--- src/rtl/afp_pkg.sv ---
// Types and constants shared by the grid path finder files.
`timescale 1ns / 1ps
package afp_pkg;

	localparam int CELL_W  = 6;   // cell address {y, x}
	localparam int COORD_W = 3;
	localparam int G_W     = 7;   // path cost and f width
	localparam int LIST_W  = 7;   // open list count, holds 64
	localparam int LIST_D  = 64;

	localparam logic [1:0] DIR_LEFT  = 2'd0;
	localparam logic [1:0] DIR_UP    = 2'd1;
	localparam logic [1:0] DIR_RIGHT = 2'd2;
	localparam logic [1:0] DIR_DOWN  = 2'd3;

	typedef struct packed {
		logic [G_W-1:0]     f;
		logic [G_W-1:0]     g;
		logic [COORD_W-1:0] y;
		logic [COORD_W-1:0] x;
	} open_entry_t;

	typedef struct packed {
		logic [1:0]     dir;
		logic [G_W-1:0] g;
	} cost_entry_t;

endpackage

--- src/rtl/grid_astar_path_finder.sv ---
// Top level of the grid path finder: A* search sequencer over on-chip memories.
//
//  channel  dir  signals                      content (low bit first)
//  s        in   s_tvalid s_tready s_tdata    start_x, start_y, goal_x, goal_y
//  m        out  m_tvalid m_tready m_tdata    step_x, step_y; tlast last; tuser path_found
//  cfg      in   cfg_we cfg_wdata             wall_map
//
// One search at a time; s_tready is high only while idle.
// Open list lives in a 64-entry RAM kept sorted by f; every pop, insert and removal walks
// it entry by entry: a removal pulls later entries down, an insert finds its slot and
// pushes later entries up. Each path cell is traced back (ST_TR_CHK, ST_TR_WT) and then
// emitted (ST_EMIT_WAIT, ST_EMIT_LD). arst_n clears control state; closed and open marks
// are flops, at each valid search start cleared but for the start cell's open mark.
// Output stalls hold the result register and the sequencer behind it.
`timescale 1ns / 1ps
module grid_astar_path_finder #(
	parameter int GRID_SIDE = 8
) (
	input  logic        clk,
	input  logic        arst_n,
	input  logic        s_tvalid,
	output logic        s_tready,
	input  logic [15:0] s_tdata,   // start_x, start_y, goal_x, goal_y, ignored pad
	output logic        m_tvalid,
	input  logic        m_tready,
	output logic [7:0]  m_tdata,   // step_x, step_y, zero pad
	output logic        m_tlast,
	output logic [0:0]  m_tuser,   // path_found
	input  logic        cfg_we,
	input  logic [63:0] cfg_wdata
);
	import afp_pkg::*;

	localparam logic [3:0] SIDE4 = 4'(GRID_SIDE);
	localparam logic [6:0] SIDE7 = 7'(GRID_SIDE);

	typedef enum logic [4:0] {
		ST_IDLE, ST_POP_RD, ST_POP_WT, ST_REM, ST_REM_WR, ST_CHECK, ST_CUR_G,
		ST_NB, ST_NB_CMP, ST_FIND, ST_FIND_WT, ST_INS_RD, ST_INS_CMP, ST_SH, ST_SH_WR,
		ST_TR_CHK, ST_TR_WT, ST_EMIT_START, ST_EMIT_WAIT, ST_EMIT_LD
	} state_t;

	state_t state_q;
	logic ret_ins_q;
	logic [63:0] wall_q, closed_q, open_v_q;
	logic [COORD_W-1:0] sx_q, sy_q, gx_q, gy_q, cx_q, cy_q, nx_q, ny_q;
	logic [G_W-1:0] gcur_q, ng_q, nf_q;
	logic [1:0] dir_q;
	logic [2:0] k_q;
	logic [LIST_W-1:0] cnt_q, idx_q, pos_q;
	logic [5:0] depth_q;
	logic found_q, m_tvalid_q, last_q;
	logic [COORD_W-1:0] step_x_q, step_y_q;

	// memories
	open_entry_t om_mem [LIST_D];
	cost_entry_t cm_mem [LIST_D];
	logic [CELL_W-1:0] st_mem [LIST_D];
	open_entry_t om_rd_q, om_wd;
	cost_entry_t cm_rd_q, cm_wd;
	logic [CELL_W-1:0] st_rd_q, st_ra, st_wa, st_wd, om_ra, om_wa, cm_ra, cm_wa;
	logic om_we, cm_we, st_we;

	always_ff @(posedge clk) begin
		if (om_we) om_mem[om_wa] <= om_wd;
		if (cm_we) cm_mem[cm_wa] <= cm_wd;
		if (st_we) st_mem[st_wa] <= st_wd;
		om_rd_q <= om_mem[om_ra];
		cm_rd_q <= cm_mem[cm_ra];
		st_rd_q <= st_mem[st_ra];
	end

	// neighbour of the current cell in direction k
	logic [3:0] nx4, ny4, px4, py4;
	logic [6:0] wall_idx;
	logic n_ok, p_ok;
	logic [CELL_W-1:0] n_cell;
	logic [COORD_W-1:0] hx, hy;
	logic [G_W-1:0] ng_c, nf_c;
	logic in_ok;
	logic [COORD_W-1:0] in_sx, in_sy, in_gx, in_gy;

	assign in_sx = s_tdata[2:0];
	assign in_sy = s_tdata[5:3];
	assign in_gx = s_tdata[8:6];
	assign in_gy = s_tdata[11:9];
	assign in_ok = ({1'b0, in_sx} < SIDE4) && ({1'b0, in_sy} < SIDE4) &&
	               ({1'b0, in_gx} < SIDE4) && ({1'b0, in_gy} < SIDE4);

	always_comb begin
		nx4 = {1'b0, cx_q};
		ny4 = {1'b0, cy_q};
		case (k_q[1:0])
			DIR_LEFT:  nx4 = {1'b0, cx_q} - 4'd1;
			DIR_UP:    ny4 = {1'b0, cy_q} + 4'd1;
			DIR_RIGHT: nx4 = {1'b0, cx_q} + 4'd1;
			DIR_DOWN:  ny4 = {1'b0, cy_q} - 4'd1;
			default:   nx4 = {1'b0, cx_q};
		endcase
		n_ok     = (nx4 < SIDE4) && (ny4 < SIDE4);
		n_cell   = {ny4[2:0], nx4[2:0]};
		wall_idx = 7'(ny4[2:0]) * SIDE7 + 7'(nx4[2:0]);
		hx       = (nx4[2:0] > gx_q) ? nx4[2:0] - gx_q : gx_q - nx4[2:0];
		hy       = (ny4[2:0] > gy_q) ? ny4[2:0] - gy_q : gy_q - ny4[2:0];
		ng_c     = gcur_q + 7'd1;
		nf_c     = ng_c + 7'(hx) + 7'(hy);
		// step back along the stored parent direction
		px4 = {1'b0, cx_q};
		py4 = {1'b0, cy_q};
		case (cm_rd_q.dir)
			DIR_LEFT:  px4 = {1'b0, cx_q} + 4'd1;
			DIR_UP:    py4 = {1'b0, cy_q} - 4'd1;
			DIR_RIGHT: px4 = {1'b0, cx_q} - 4'd1;
			DIR_DOWN:  py4 = {1'b0, cy_q} + 4'd1;
			default:   px4 = {1'b0, cx_q};
		endcase
		p_ok = (px4 < SIDE4) && (py4 < SIDE4);
	end

	logic nb_skip;
	assign nb_skip = !n_ok || wall_q[wall_idx[5:0]] || closed_q[n_cell];

	// memory port control
	always_comb begin
		om_we = 1'b0; om_wa = '0; om_wd = '0; om_ra = '0;
		cm_we = 1'b0; cm_wa = '0; cm_wd = '0; cm_ra = '0;
		st_we = 1'b0; st_wa = depth_q; st_wd = {cy_q, cx_q}; st_ra = depth_q - 6'd1;
		case (state_q)
			ST_IDLE: begin
				om_we = 1'b1;
				om_wd = '{f: '0, g: '0, y: in_sy, x: in_gx};
				om_wd.x = in_sx;
				cm_we = s_tvalid && in_ok;
				cm_wa = {in_sy, in_sx};
				cm_wd = '{dir: DIR_LEFT, g: '0};
				om_we = s_tvalid && in_ok;
			end
			ST_REM:  om_ra = idx_q[5:0] + 6'd1;
			ST_REM_WR: begin
				om_we = 1'b1; om_wa = idx_q[5:0]; om_wd = om_rd_q;
			end
			ST_CHECK: cm_ra = {cy_q, cx_q};
			ST_NB: begin
				cm_ra = n_cell;
				cm_wa = n_cell;
				cm_wd = '{dir: k_q[1:0], g: ng_c};
				cm_we = (k_q != 3'd4) && !nb_skip && !open_v_q[n_cell];
			end
			ST_NB_CMP: begin
				cm_wa = {ny_q, nx_q};
				cm_wd = '{dir: dir_q, g: ng_q};
				cm_we = ng_q < cm_rd_q.g;
			end
			ST_FIND, ST_INS_RD: om_ra = idx_q[5:0];
			ST_SH: begin
				om_ra = idx_q[5:0] - 6'd1;
				om_wa = pos_q[5:0];
				om_wd = '{f: nf_q, g: ng_q, y: ny_q, x: nx_q};
				om_we = idx_q == pos_q;
			end
			ST_SH_WR: begin
				om_we = 1'b1; om_wa = idx_q[5:0]; om_wd = om_rd_q;
			end
			ST_TR_CHK: begin
				cm_ra = {cy_q, cx_q};
				st_we = !(({cy_q, cx_q} == {sy_q, sx_q}) || depth_q == 6'd63);
			end
			default: om_ra = '0;
		endcase
	end

	always_ff @(posedge clk or negedge arst_n) begin
		if (!arst_n) begin
			state_q    <= ST_IDLE;
			wall_q     <= '0;
			closed_q   <= '0;
			open_v_q   <= '0;
			cnt_q      <= '0;
			m_tvalid_q <= 1'b0;
			found_q    <= 1'b0;
			depth_q    <= '0;
			ret_ins_q  <= 1'b0;
			k_q        <= '0;
			idx_q      <= '0;
			pos_q      <= '0;
		end else begin
			if (cfg_we) wall_q <= cfg_wdata;
			case (state_q)
				ST_IDLE: begin
					if (s_tvalid) begin
						sx_q <= in_sx; sy_q <= in_sy; gx_q <= in_gx; gy_q <= in_gy;
						depth_q <= '0;
						found_q <= 1'b0;
						if (in_ok) begin
							closed_q <= '0;
							open_v_q <= 64'd1 << {in_sy, in_sx};
							cnt_q    <= 7'd1;
							state_q  <= ST_POP_RD;
						end else begin
							state_q <= ST_EMIT_START;
						end
					end
				end
				ST_POP_RD: state_q <= (cnt_q == '0) ? ST_EMIT_START : ST_POP_WT;
				ST_POP_WT: begin
					cx_q <= om_rd_q.x;
					cy_q <= om_rd_q.y;
					closed_q[{om_rd_q.y, om_rd_q.x}] <= 1'b1;
					open_v_q[{om_rd_q.y, om_rd_q.x}] <= 1'b0;
					idx_q     <= '0;
					ret_ins_q <= 1'b0;
					state_q   <= ST_REM;
				end
				// close the gap left at idx by pulling later entries down
				ST_REM: begin
					if (idx_q + 7'd1 < cnt_q) begin
						state_q <= ST_REM_WR;
					end else begin
						cnt_q   <= cnt_q - 7'd1;
						idx_q   <= '0;
						state_q <= ret_ins_q ? ST_INS_RD : ST_CHECK;
					end
				end
				ST_REM_WR: begin
					idx_q   <= idx_q + 7'd1;
					state_q <= ST_REM;
				end
				ST_CHECK: begin
					if ({cy_q, cx_q} == {gy_q, gx_q}) begin
						found_q <= 1'b1;
						state_q <= ST_TR_CHK;
					end else begin
						state_q <= ST_CUR_G;
					end
				end
				ST_CUR_G: begin
					gcur_q  <= cm_rd_q.g;
					k_q     <= '0;
					state_q <= ST_NB;
				end
				ST_NB: begin
					if (k_q == 3'd4) begin
						state_q <= ST_POP_RD;
					end else begin
						k_q   <= k_q + 3'd1;
						nx_q  <= nx4[2:0];
						ny_q  <= ny4[2:0];
						ng_q  <= ng_c;
						nf_q  <= nf_c;
						dir_q <= k_q[1:0];
						idx_q <= '0;
						if (!nb_skip) state_q <= open_v_q[n_cell] ? ST_NB_CMP : ST_INS_RD;
					end
				end
				ST_NB_CMP: state_q <= (ng_q < cm_rd_q.g) ? ST_FIND : ST_NB;
				ST_FIND: state_q <= ST_FIND_WT;
				ST_FIND_WT: begin
					if ({om_rd_q.y, om_rd_q.x} == {ny_q, nx_q}) begin
						ret_ins_q <= 1'b1;
						state_q   <= ST_REM;
					end else begin
						idx_q   <= idx_q + 7'd1;
						state_q <= ST_FIND;
					end
				end
				// find the first entry whose f is not below the new one
				ST_INS_RD: begin
					if (cnt_q == 7'(LIST_D)) begin
						state_q <= ST_NB;
					end else if (idx_q < cnt_q) begin
						state_q <= ST_INS_CMP;
					end else begin
						pos_q   <= idx_q;
						state_q <= ST_SH;
					end
				end
				ST_INS_CMP: begin
					if (nf_q > om_rd_q.f) begin
						idx_q   <= idx_q + 7'd1;
						state_q <= ST_INS_RD;
					end else begin
						pos_q   <= idx_q;
						idx_q   <= cnt_q;
						state_q <= ST_SH;
					end
				end
				// open a slot at pos by pushing entries up, then drop the new one in
				ST_SH: begin
					if (idx_q == pos_q) begin
						cnt_q <= cnt_q + 7'd1;
						open_v_q[{ny_q, nx_q}] <= 1'b1;
						state_q <= ST_NB;
					end else begin
						state_q <= ST_SH_WR;
					end
				end
				ST_SH_WR: begin
					idx_q   <= idx_q - 7'd1;
					state_q <= ST_SH;
				end
				ST_TR_CHK: begin
					if (({cy_q, cx_q} == {sy_q, sx_q}) || depth_q == 6'd63) begin
						state_q <= ST_EMIT_START;
					end else begin
						depth_q <= depth_q + 6'd1;
						state_q <= ST_TR_WT;
					end
				end
				ST_TR_WT: begin
					if (p_ok) begin
						cx_q    <= px4[2:0];
						cy_q    <= py4[2:0];
						state_q <= ST_TR_CHK;
					end else begin
						state_q <= ST_EMIT_START;
					end
				end
				ST_EMIT_START: begin
					m_tvalid_q <= 1'b1;
					step_x_q   <= sx_q;
					step_y_q   <= sy_q;
					last_q     <= depth_q == '0;
					state_q    <= ST_EMIT_WAIT;
				end
				ST_EMIT_WAIT: begin
					if (m_tready) begin
						m_tvalid_q <= 1'b0;
						if (depth_q == '0) begin
							state_q <= ST_IDLE;
						end else begin
							depth_q <= depth_q - 6'd1;
							state_q <= ST_EMIT_LD;
						end
					end
				end
				ST_EMIT_LD: begin
					m_tvalid_q <= 1'b1;
					step_x_q   <= st_rd_q[2:0];
					step_y_q   <= st_rd_q[5:3];
					last_q     <= depth_q == '0;
					state_q    <= ST_EMIT_WAIT;
				end
				default: state_q <= ST_IDLE;
			endcase
		end
	end

	assign s_tready = state_q == ST_IDLE;
	assign m_tvalid = m_tvalid_q;
	assign m_tdata  = {2'b00, step_y_q, step_x_q};
	assign m_tlast  = last_q;
	assign m_tuser  = found_q;

endmodule

--- config.mk ---
export PLATFORM = sky130hd
export DESIGN_NAME = grid_astar_path_finder
export DESIGN_NICKNAME = d
export VERILOG_FILES = /design/src/rtl/afp_pkg.sv /design/src/rtl/grid_astar_path_finder.sv
export SDC_FILE = /design/constraint.sdc
export NUM_CORES = 2
export LEC_CHECK = 0
export ABC_AREA = 1
export BUFFER_PORTS_ARGS = -buffer_cell sky130_fd_sc_hd__buf_4
export CORE_MARGIN = 2
export CORE_UTILIZATION = 56
export DETAILED_ROUTE_END_ITERATION = 7
export GPL_TIMING_DRIVEN = 0
export PLACE_DENSITY = 0.75
export SYNTH_ARGS = -nofsm -noshare
export SYNTH_HDL_FRONTEND = slang
export SYNTH_SLANG_ARGS = --single-unit
--- constraint.sdc ---
create_clock -name clk -period 4.8 [get_ports clk]
set_input_delay 0.48 -clock clk [delete_from_list [all_inputs] [get_ports clk]]
set_output_delay 0.48 -clock clk [all_outputs]
set_load 0.01 [all_outputs]
# [Word-level counts from Yosys, hierarchy flattened]
# Memory sizes are Yosys's and may differ from the RTL's. A register that Yosys moved wholly into a read port is not among the register bits.
# Cells that the tools add are included.
[totals] ff_bits=284 mem_bits_rw=2240 wordCells=261 n_memories=3
[op_classes] n_addsub=21 order_cmp=16 n_eq_ne=48 shift=1 mux=88 bitwise=5 reduce_logical=52
[mem_list] name="om_mem" words=64 width=20 read_ports=1 rd_ports_with_merged_regs=1 wr=1 line="grid_astar_path_finder.sv:56" source="open_entry_t om_mem [LIST_D];"
[mem_list] name="cm_mem" words=64 width=9 read_ports=1 rd_ports_with_merged_regs=1 wr=1 line="grid_astar_path_finder.sv:57" source="cost_entry_t cm_mem [LIST_D];"
[mem_list] name="st_mem" words=64 width=6 read_ports=1 rd_ports_with_merged_regs=1 wr=1 line="grid_astar_path_finder.sv:58" source="logic [CELL_W-1:0] st_mem [LIST_D];"
[op_table] op="64-bit 2-to-1 mux" n=3
[op_table] op="64-bit case mux with 3 select lines" n=1
[op_table] op="64-bit bitwise OR" n=2
[op_table] op="64-bit case mux with 2 select lines" n=1
[op_table] op="5-bit case mux with 18 select lines" n=1
[op_table] op="7-bit 2-to-1 mux" n=10
[op_table] op="64-bit AND" n=1
[op_table] op="64-bit NOT" n=1
[op_table] op="1-bit by 6-bit left shift with 64-bit output (first input constant)" n=1
[op_table] op="20-bit case mux with 3 select lines" n=1
[op_table] op="6-bit case mux with 3 select lines" n=3
[op_table] op="7-bit case mux with 7 select lines" n=1
[op_table] op="5-bit by 4-bit equality test with 1-bit output (second input constant)" n=8
[op_table] op="5-bit 2-to-1 mux" n=7
[op_table] op="4-bit case mux with 2 select lines" n=4
[op_table] op="3-bit case mux with 2 select lines" n=5
[op_table] op="6-bit by 7-bit < comparator with 1-bit output (second input constant)" n=4
[op_table] op="4-bit 2-to-1 mux" n=7
[op_table] op="2-bit inequality test (second input constant)" n=14
[op_table] op="6-bit 2-to-1 mux" n=4
[op_table] op="6-bit case mux with 2 select lines" n=2
[op_table] op="7-bit by 1-bit adder with 7-bit output (second input constant)" n=3
[op_table] op="7-bit < comparator" n=3
[op_table] op="7-bit case mux with 3 select lines" n=1
[op_table] op="other kinds (50)" n=143

# [Logic depth before layout (Yosys ltp)]
[depth] depth_word=13 mapped_depth=21 mapped_depth_nobuf=19

# [Least setup slack after synthesis]
# Ideal clock, no wire load.
[synth_timing] kind="flip-flop to flip-flop" start="register cy_q[0]" end="register nf_q[5] (data pin)" setup_ps=263 arrival_time_ps=4855 required_ps=4537 path_slack_ps=-319 stages_incl_launch_ff=20 path_buffers=1 synth_period_minus_slack_ps=5119 cell_sequence="edfxtp_1 > clkbuf_1 > inv_1 > ha_1 > nand2_1 > o21ai_0 > a21oi_1 > inv_1 > ha_1 > nand2_1 > o21ai_0 > nand2_1 > mux2_2 > fa_1 > inv_1 > ha_1 > fa_1 > a21oi_1 > nor2_1 > xnor2_1"
[synth_via] elab_chain_len=5
[synth_rtl] item="start: declaration" line="grid_astar_path_finder.sv:46" source="logic [COORD_W-1:0] sx_q, sy_q, gx_q, gy_q, cx_q, cy_q, nx_q, ny_q;"
[synth_rtl] item="start signal: assignment" line="grid_astar_path_finder.sv:207" source="cy_q <= om_rd_q.y;"
[synth_rtl] item="start signal: assignment" line="grid_astar_path_finder.sv:312" source="cy_q <= py4[2:0];"
[synth_rtl] item="3-bit by 1-bit subtractor with 4-bit output / 3-bit by 1-bit adder with 4-bit output (equally long branches)" line="grid_astar_path_finder.sv:97, grid_astar_path_finder.sv:95"
[synth_rtl] item="4-bit case mux with 2 select lines (*)" line="grid_astar_path_finder.sv:93" source="case (k_q[1:0])"
[synth_rtl] item="via ny4[1]" line="grid_astar_path_finder.sv:74" source="logic [3:0] nx4, ny4, px4, py4;"
[synth_rtl] item="3-bit subtractor / 3-bit > comparator (equally long branches)" line="grid_astar_path_finder.sv:104" source="hy = (ny4[2:0] > gy_q) ? ny4[2:0] - gy_q : gy_q - ny4[2:0];"
[synth_rtl] item="3-bit 2-to-1 mux (*)" line="grid_astar_path_finder.sv:104"
[synth_rtl] item="7-bit by 3-bit adder with 7-bit output (*)" line="grid_astar_path_finder.sv:106" source="nf_c = ng_c + 7'(hx) + 7'(hy);"
[synth_rtl] item="via nf_c[5]" line="grid_astar_path_finder.sv:79" source="logic [G_W-1:0] ng_c, nf_c;"
[synth_rtl] item="end signal: assignment" line="grid_astar_path_finder.sv:249" source="nf_q <= nf_c;"
[synth_rtl] item="end: declaration" line="grid_astar_path_finder.sv:47" source="logic [G_W-1:0] gcur_q, ng_q, nf_q;"
# Mark *: on every way through the listed nets, which the timed path passes. The rest lies on a longest branch.
# A chain may end at the register's enable or synchronous reset.

# [Final worst setup path]
[layout_timing] start="register state_q[2]" end="memory om_mem[50][15] in the netlist's numbering (enable)"
[layout_via] elab_chain_len=5
[layout_rtl] item="start: declaration" line="grid_astar_path_finder.sv:43" source="state_t state_q;"
[layout_rtl] item="start signal: assignment" line="grid_astar_path_finder.sv:204" source="ST_POP_RD: state_q <= (cnt_q == '0) ? ST_EMIT_START : ST_POP_WT;"
[layout_rtl] item="start signal: assignment" line="grid_astar_path_finder.sv:221" source="state_q <= ret_ins_q ? ST_INS_RD : ST_CHECK;"
[layout_rtl] item="start signal: assignment" line="grid_astar_path_finder.sv:252" source="if (!nb_skip) state_q <= open_v_q[n_cell] ? ST_NB_CMP : ST_INS_RD;"
[layout_rtl] item="5-bit by 4-bit equality test with 1-bit output / 5-bit by 3-bit equality test with 1-bit output (equally long branches)" line="grid_astar_path_finder.sv:128" source="case (state_q)"
[layout_rtl] item="2-bit OR reduction (no line)"
[layout_rtl] item="1-bit case mux with 3 select lines" line="grid_astar_path_finder.sv:128"
[layout_rtl] item="1-bit 2-to-1 mux" line="grid_astar_path_finder.sv:65" source="if (om_we) om_mem[om_wa] <= om_wd;"
[layout_rtl] item="1-bit 2-to-1 mux (implied by the code)" line="grid_astar_path_finder.sv:65"
[layout_rtl] item="end: declaration" line="grid_astar_path_finder.sv:56"
# Parallel ways exist; a longest one is shown, timed or not.

==> summary.md <==
| Metric | Value |
|---|---|
| Outcome | finished with violations |
| Failing checks | setup timing |
| Initial Util | 56.5% |
| CP Launch Type | flop |
| Initial antenna violation count | 8 |
| Final WL | 296,000 µm |
| Die Area | 166,000 µm² |
| Pre-antenna DRT Iters | 7 |
| WP data arrival | 5.48 ns |
| CP required | 5.25 ns |
| Fmax | 199 MHz |
| Least-Margin Pin Slew | 1.40 ns |
| Post-Synthesis Cells | 7,893 |
| Clk slew on worst S/H paths | 0.07 ns |
| Multi-input gate area | 25,600 µm² |
| Count of cell types in the netlist | 55 |
| Avg Vias per Cell | 6.41 |
| Power per Cell Area | 556 nW/µm² |
| Clock latency on the worst-skew pair | 0.88 ns |
| Post-route ant nets | 0 |
| Chip width | 407 µm |
| Final worst path period need | 5.03 ns |
| Worst-path maximum fanout | 13 |
| Largest net degree at the start of global routing | 127 |
| Sequential area share after synthesis | 68.0% |
| Power, Total | 0.0581 W |
| Synth warn | 0 |
| Worst Clk Skew | 0.0550 ns |
| CP endpoint kind | flop |
| Most frequent cells after synthesis | 1,846 x edfxtp_1, 1,027 x nand2_1, 908 x nor2_1 |
| Die Height | 407 µm |
| Final nets | 8,542 |
| Finish-stage setup viols | 166 |
| IO Count | 97 |
| Gr busiest metal | met2 |
| Synthesized area | 90,900 µm² |
| RSZ-0062 raised after global routing | yes |
| Ranking of synthesized cells by area | edfxtp_1 61%, dfrtp_1 6.3%, o21ai_0 4.7% |
| Routed len/inst | 27.6 µm |
| Layout cells sized above 1 | 11.5% |
| H-Tree Depth | 4 |
| Met1 GRT Util | 47.6% |
| Fillers | 11,600 |
| CTS tree | yes |
| Iter 0 DRT Violations | 11,400 |
| Hold Fails Final Rpt | 0 |
| CORE AREA | 161,000 µm² |
| Final total negative setup slack | -13.25 ns |
| Vias in the first global route | 64,800 |
| Worst Hold Class | primary input to flop |
| Max-cap violations | 0 |
| R2R Setup Slk | -0.23 ns |
| Vias | 68,700 |
| Ys async rst share | 10.9% |
| Leakage | 37.2 nW |
| Global-route wire length before repair | 424,000 µm |
| Register Area | 61,700 µm² |
| Post-synth top area share | 61.0% |
| Number of flops mapped to enable cells by yosys | 1,846 |
| Final period util | 105% |
| Most common cell in the netlist | edfxtp_1 |
| Gr usage total | 35.2% |
| Post-route DRC | 0 |
| Clock Sinks | 2,104 |
| Yosys reg bits | 2,104 |
| CTS root buffer | clkbuf_16 |
| Critical path class | flop to flop |
| Clock buffer depth | 3 |
| Synth Flop Type | edfxtp_1 |
| Post-detail-place hpwl | 206,000 µm |
| Slew margin rel. | 6.64% |
| Final Max Tran Viols | 0 |
| Site Rows | 147 |
| Synth area leader | edfxtp_1 |
| Layout area overhead | 15.0% |
| Total CTS buffers | 207 |
| Syn avg cell area | 11.5 µm² |
| Final setup margin | -0.229 ns |
| Worst vdd ir | 0.434 mV |
| Met3 usage | 8.60% |
| Routability cong. | 1.03 |
| Gr ovfl total | 0 |
| Met2 GRT Util | 53.4% |
| Port Buffer Count | 89 |
[timing repair]
| action | 4_1_cts | 5_1_grt |
|---|---|---|
| setup buffers | 7 | 7 |
| pin swaps | 1 | 2 |
| endpoints found under the setup margin | 500 | 398 |
| hold endpoints to repair | 182 | 0 |
| hold buffers | 89 | 0 |
| gates resized for setup | 20 | 33 |
[flip-flops by register name (all words and copies together) (netlist names), 9 cells and up]
name / cells
open_v_q: 64
closed_q: 64
wall_q: 64
cm_mem: 576
cm_rd_q: 9
om_rd_q: 13
om_mem: 832
st_mem: 384
[worst max-delay path: stages, from the launching register on]
cell	delay, ns
dfrtp_1	0.43
nor2_1	0.37
inv_2	0.15
nor2_2	0.55
inv_2	0.28
nor2_1	0.36
inv_1	0.24
nand3_1	0.31
nand4_1	0.81
nor2_2	1.13
[cells by family after synthesis]
family	Yosys count	share of synthesized area, %
adders and majority gates	72	1.07
xor gates and xnor gates	42	0.405
DFF	2104	68.0
muxes	69	0.786
AOI/OAI and AO/OA	1736	11.8
other	1	0.00413
and+or+nand+nor	2879	13.6
buffers and inverters	990	4.39
[cell type report]
type / count / area share (%)
sequential: 2104 / 59.1
multi-input combinational: 4800 / 24.5
clock buffer: 253 / 5.27
timing repair buffer: 284 / 3.31
tap: 2160 / 2.59
buffer: 471 / 2.00
inverter: 517 / 1.87
clock inverter: 131 / 1.35
antenna: 7 / 0.0168
[report_power, final]
part | switching [W] | leakage (nW) | total (W) | internal [W]
combinational | 0.0143 | 13.7 | 0.0194 | 0.00513
clock | 0.00716 | 3.36 | 0.0166 | 0.00947
sequential | 0.000414 | 20.1 | 0.0221 | 0.0217
total | 0.0219 | 37.2 | 0.0581 | 0.0363
[through the flow]
| stage | std cells | hold slack (ns) | area, µm² | setup WS (ns) | utilization, % |
|---|---|---|---|---|---|
| floorplan | 7894 | 0.184 | 90900 | -0.00745 | - |
| global placement | 10100 | 0.419 | 94300 | -4.45 | 58.6 |
| detailed placement | 10200 | 0.413 | 96400 | -0.967 | 59.9 |
| CTS | 10700 | 0.00138 | 104000 | -0.145 | 64.9 |
| global route | 10700 | 0.0825 | 105000 | -0.158 | 64.9 |
| finish | 10700 | 0.0119 | 105000 | -0.229 | 65.0 |
[per-layer routing]
metal	up-vias	part of all wire (%)
met5	-	0.022
met4	6	5.9
met3	1048	13
met2	5175	44
met1	33100	37
li1	29400	-
[worst paths after layout]
kind / startpoint / end / depth (start not counted)
setup / recovery: state_q[2] / om_mem[50][15] / 9
hold / removal: cfg_we / wall_q[39] / 2
setup reg to reg: state_q[2] / om_mem[50][15] / 9
hold reg to reg: cm_rd_q[6] / gcur_q[6] / 0
max in group asynchronous: arst_n / closed_q[62] / 3
min in group asynchronous: arst_n / wall_q[20] / 2
[layout by cell type, fill, tap and decap left out, types with 50 or more instances in the layout]
cell type	count
nor2_1	840
edfxtp_1	1846
mux2i_1	50
o221ai_1	50
clkbuf_1	330
nor2_2	133
clkbuf_16	212
a22o_1	64
dfrtp_1	230
nand2_1	1027
or2_2	95
o211ai_1	486
inv_1	483
dlygate4sd3_1	89
nand3_1	691
ha_1	57
a21oi_1	115
clkinv_1	50
buf_4	118
buf_2	117
o21ai_0	832
No activity file was read; power rests on OpenSTA's default activity.
